`config.mk`:
```
export PLATFORM = sky130hd
export DESIGN_NAME = mad_div
export DESIGN_NICKNAME = d
export VERILOG_FILES = /design/src/hw/rtl/mad_div.sv
export SDC_FILE = /design/constraint.sdc
export NUM_CORES = 1
export LEC_CHECK = 0
export ABC_AREA = 1
export ABC_CLOCK_PERIOD_IN_PS = 2140
export BUFFER_PORTS_ARGS = -buffer_cell sky130_fd_sc_hd__buf_2
export CORE_UTILIZATION = 55
export CTS_CLUSTER_SIZE = 40
export DETAILED_ROUTE_END_ITERATION = 10
export GPL_ROUTABILITY_DRIVEN = 0
export PLACE_DENSITY = 0.77
export SYNTH_ARGS = -nofsm -noshare
export SYNTH_HDL_FRONTEND = slang
export SYNTH_SLANG_ARGS = --single-unit
export TNS_END_PERCENT = 100
```
`constraint.sdc`:
```
create_clock -name aclk -period 2.14 [get_ports aclk]
set_input_delay 0.428 -clock aclk [delete_from_list [all_inputs] [get_ports aclk]]
set_output_delay 0.428 -clock aclk [all_outputs]
set_load 0.02 [all_outputs]
```
`src/hw/rtl/mad_div.sv`:
```
module mad_div #(
    parameter int NUM_W = 40,
    parameter int DEN_W = 16,
    parameter int QUO_W = 24
) (
    input  logic             aclk,
    input  logic             aresetn,
    input  logic             start,
    input  logic [NUM_W-1:0] num,
    input  logic [DEN_W-1:0] den,
    output logic             busy,
    output logic [QUO_W-1:0] quo
);
    localparam int CNT_W = $clog2(NUM_W + 1);

    logic [NUM_W-1:0] num_reg, num_next;
    logic [DEN_W-1:0] den_reg;
    logic [DEN_W-1:0] rem_reg, rem_next;
    logic [CNT_W-1:0] cnt_reg;
    logic             busy_reg;
    logic [DEN_W:0]   trial;
    logic             qbit;

    // one restoring step: shift in the next numerator bit, subtract if it fits
    always_comb begin
        trial    = {rem_reg, num_reg[NUM_W-1]};
        qbit     = trial >= {1'b0, den_reg};
        rem_next = qbit ? DEN_W'(trial - {1'b0, den_reg}) : trial[DEN_W-1:0];
        num_next = {num_reg[NUM_W-2:0], qbit};
    end

    always_ff @(posedge aclk) begin
        if (!aresetn) begin
            busy_reg <= 1'b0;
            cnt_reg  <= '0;
        end else if (start) begin
            busy_reg <= 1'b1;
            cnt_reg  <= CNT_W'(NUM_W);
        end else if (busy_reg) begin
            cnt_reg <= cnt_reg - 1'b1;
            if (cnt_reg == CNT_W'(1)) begin
                busy_reg <= 1'b0;
            end
        end
    end

    always_ff @(posedge aclk) begin
        if (start) begin
            num_reg <= num;
            den_reg <= den;
            rem_reg <= '0;
        end else if (busy_reg) begin
            num_reg <= num_next;
            rem_reg <= rem_next;
        end
    end

    assign busy = busy_reg;
    assign quo  = num_reg[QUO_W-1:0];

endmodule

```
**Word level (Yosys, flattened, before mapping)**

Index checks and enable logic that the tools add are counted.

- Logic and storage cells: 21
- Bits in registers: 79
- Output and inout port bits: 25
- Input bits: 59

- Order comparisons: 1
- Bitwise gates (word level): 1
- Reduce and logical (&&, ||, !) cells: 2
- Mux-type cells: 8
- Add/subtract/negate cells: 2
- Eq/ne operators: 1

Operators by type and width:

| cell | count |
|---|---|
| two-way mux 40 bit | 2 |
| >= comparator 17 x 16 -> 1 bit | 1 |
| two-way mux 16 bit | 1 |
| subtractor 16 bit | 1 |
| two-way mux 6 bit | 2 |
| == test 6 x 1 -> 1 bit, second input constant | 1 |
| subtractor 6 x 1 -> 6 bit, second input constant | 1 |
| two-way mux 1 bit | 3 |
| nonzero test 2 bit | 1 |
| OR reduction 2 bit | 1 |
| inverter 1 bit | 1 |

**Logic depth before layout (Yosys ltp)**

- Word-level depth: 4
- Depth in mapped cells: 14
- Gate-level depth less buffers: 14

**Least setup slack after synthesis**

OpenSTA, ideal clock, no wires.

- Path kind: register to register
- Start point: register num_reg[39]
- End point: register rem_reg[14]
- Path buffers: 0
- Arrival time: 1719 ps
- Cell stages (with the launch flop): 12
- Clock period less this slack: 1831 ps
- Data required time: 2028 ps
- Setup time: 112 ps
- Setup slack: 309 ps
- Cells stage by stage: edfxtp_1 -> inv_1 -> ha_1 -> fa_1 -> nor2_1 -> nor2_1 -> o21ai_0 -> nand2_1 -> nand3_1 -> nand3_2 -> nand2_1 -> nand2_1

- Longest elaborated chain between the ends: 2
- Elaborated cells on any way between the ends: 3
- Those cells by class: add/sub (1); order compare (1); mux (1)

RTL lines:

| what | RTL line | text |
|---|---|---|
| start: declaration | 16 | `logic [NUM_W-1:0] num_reg, num_next;` |
| start signal: assignment | 49 | `num_reg <= num;` |
| start signal: assignment | 53 | `num_reg <= num_next;` |
| subtractor 16 bit / >= comparator 17 x 16 -> 1 bit (equally long branches) | 28, 27 |  |
| two-way mux 16 bit * | 28 | `rem_next = qbit ? DEN_W'(trial - {1'b0, den_reg}) : trial[DEN_W-1:0];` |
| end signal: assignment | 54 | `rem_reg <= rem_next;` |
| end: declaration | 18 | `logic [DEN_W-1:0] rem_reg, rem_next;` |

Every way passes the cells marked *; elsewhere a longest branch is shown, timed or not.
A chain may end at the register's enable or synchronous reset.

**Worst setup path in the final report**

- Start point: register den_reg[8]
- End point: register rem_reg[7]

- Longest elaborated chain between the ends: 2

RTL lines:

| what | RTL line | text |
|---|---|---|
| start: declaration | 17 | `logic [DEN_W-1:0] den_reg;` |
| start signal: assignment | 50 | `den_reg <= den;` |
| >= comparator 17 x 16 -> 1 bit | 27 | `qbit = trial >= {1'b0, den_reg};` |
| two-way mux 16 bit | 28 |  |

Every way passes these cells.

==> results.tsv <==
metric	value	unit
grt_setup_unrepaired	no	
area.growth.synth_to_final	14.4	%
final_nets	725	
clk_path_buf_depth	2	
cp.depth	12	
fin_cells	754	
port_buffers	83	
crit_top_cell	nand2_1	
ios	84	
utilization	0.660	
holdPathStages	1	
grt_pass1_wl	16500	microns
relSlewSlack	0.166	
tightest_slew	1250	ps
status	finished, final reports clean	
postLayoutCellArea	5180	sq um
critPathBufInv	2	
synth-seq-cells	79	
r2r_cells	12	
fmax	0.503	GHz
wire_per_inst	12.7	microns
yosysWarnings	0	
startpoint_type	flip-flop	
clk_latency	350	ps
crit_type	flip-flop to flip-flop	
cp_max_fo	16	
critPathMaxStageDelay	370	ps
synth_nets	656	
ys_types	32	
cts_root_buf	clkbuf_8	
dp_slack	114	ps
firstDrtPassIters	5	
crit_family	simple AND/OR/NAND/NOR gates	
initial_core_util	0.577	
cpMaxStageDelayCell	ha_1	
synthCells	578	
detail_route.wirelength	9570	microns
hold_viol	0	
avgSynthCellArea	7.84	sq um
dp_cells	734	
drive_above_1_share	0.190	
drt_iter0_markers	257	
grt_max_degree	60	
finalCritPeriodShare	0.929	
cts.clk_slew.worst_paths	80	ps
finalCriticalPeriod	1990	ps
die_area	8600	sq um
drv_cap	0	
hpwl	6930	microns
vdd_ir_drop_max	408	uV
dieHeight	92.8	microns
min-delay-path-class	input pin to flip-flop	
drv_slew	0	
vias_per_cell	5.14	
largest_register_ffs	40	
timing.final.ws_setup	152	ps
mostFrequentLayoutCell	nand2_1	
place_area	4930	sq um
synth_seq_area_share	0.473	
most-common-layout-cells	237 x nand2_1, 83 x buf_2, 75 x inv_1	
clock_sinks	79	
hold_slack	245	ps
power_frac_clock	0.313	
power_frac_seq	0.531	
drc	0	
finalSetupViolCount	0	
power_per_cell_area	663	nW/um^2
drtAntennaViolNets	0	
p_comb_frac	0.155	
p_sw	0.939	mW
cts_buffers	9	
grt_overflow	0	
htreeDepth	3	
fin_skew	9.13	ps
grt_pass1_vias	3808	
report.power.total	3.44	mW
vias	3876	
syn_area	4530	sq um
diodes	0	
core_area	7850	sq um
antenna_found_initial	0	
crit_path_end_kind	flip-flop	
die_x	92.8	microns
cp.required	2370	ps
swShare	0.273	
arrival	2220	ps
fin_setup_tns	0	ps
row_count	32	
path_cells	inv_1 > ha_1 > nand2_1 > nor2_2 > nand4_1 > nand2_1 > nor2_4 > buf_12 > nand2_8 > nand2_1 > nand3_1 > o21ai_0	
grtUsageTotal	0.241	
p_leak	2.69	nW
p_int	2.50	mW
cts_tree	done	
Yosys cell counts:
| master | instances | area [sq um] |
|---|---|---|
| edfxtp_1 | 56 | 1680 |
| o21bai_1 | 1 | 7.51 |
| nand2_4 | 2 | 22.5 |
| buf_2 | 1 | 5.00 |
| nand2_1 | 238 | 893 |
| nand3_2 | 3 | 30.0 |
| nor2_2 | 2 | 12.5 |
| nand4_1 | 5 | 31.3 |
| ha_1 | 18 | 225 |
| buf_4 | 26 | 195 |
| a31oi_1 | 3 | 18.8 |
| nor2_4 | 1 | 11.3 |
| nand3_1 | 37 | 185 |
| xnor2_1 | 4 | 35.0 |
| buf_6 | 1 | 11.3 |
| clkbuf_1 | 10 | 37.5 |
| a21oi_1 | 10 | 50.1 |
| nor2_1 | 28 | 105 |
| nand2_2 | 1 | 6.26 |
| fa_1 | 1 | 20.0 |
| dfxtp_1 | 23 | 460 |
| inv_1 | 75 | 282 |
| o21ai_0 | 10 | 50.1 |
| nand3b_1 | 7 | 52.6 |
| a21oi_2 | 2 | 17.5 |
| nor4b_1 | 1 | 8.76 |
| nor3_1 | 5 | 25.0 |
| inv_2 | 1 | 3.75 |
| o21a_1 | 1 | 7.51 |
| o21ai_2 | 1 | 8.76 |
| xor2_1 | 3 | 26.3 |
| clkinv_1 | 1 | 3.75 |
final cells by class:
| class | count | area, sq um |
|---|---|---|
| clock buffers | 14 | 174 |
| clock inverters | 2 | 13.8 |
| fillers | 683 | 2670 |
| inverters | 77 | 289 |
| multi-input cells | 384 | 1870 |
| flip-flops and latches | 79 | 2140 |
| well taps | 102 | 128 |
| repair buffers | 96 | 563 |
cells by family (layout without fill, tap and decap cells):
group / after synthesis / in the layout / synth area share
and+or+nand+nor: 330 / 330 / 0.305
AOI/OAI and AO/OA: 28 / 28 / 0.0354
buffers and inverters: 115 / 189 / 0.119
DFF: 79 / 79 / 0.473
adders and majority gates: 19 / 19 / 0.0541
xor gates and xnor gates: 7 / 7 / 0.0135
layer usage:
layer  global-route usage  vias to the layer above  routed length, microns
li1                     -                     1938                       -
met1                0.307                     1773                    4260
met2                0.404                      152                    4460
met3               0.0558                       13                     693
met4               0.0731                        0                     160
met5                    0                        -                       0
worst register-to-register path, stage by stage (launching register included):
cell	delay [ps]
edfxtp_1	330
inv_1	40
ha_1	370
nand2_1	170
nor2_2	190
nand4_1	110
nand2_1	110
nor2_4	50
buf_12	150
nand2_8	120
nand2_1	70
nand3_1	70
o21ai_0	110
path summary, 6_finish.rpt:
check | from | to | slack (ps)
hold reg to reg | rem_reg[8] | rem_reg[8] | 480
setup / recovery | den_reg[8] | rem_reg[7] | 150
hold / removal | den[15] | den_reg[15] | 250
setup reg to reg | den_reg[8] | rem_reg[7] | 150
what timing repair did:
action	in CTS	in global routing
hold endpoints to repair	0	0
hold buffers	0	0
buffers inserted	0	4
setup endpoints to repair	0	16
gates resized for setup	0	5
power by group through the flow:
stage	Combinational [mW]	Clock, mW	Sequential, mW
2_1_floorplan	0.399	0	1.85
4_1_cts	0.531	1.09	1.83
6_report	0.533	1.08	1.83
3_5_place_dp	0.529	0	1.86
3_3_place_gp	0.518	0	1.85
5_1_grt	0.596	1.16	1.84
Note: power is estimated with default switching activity, not from simulation.
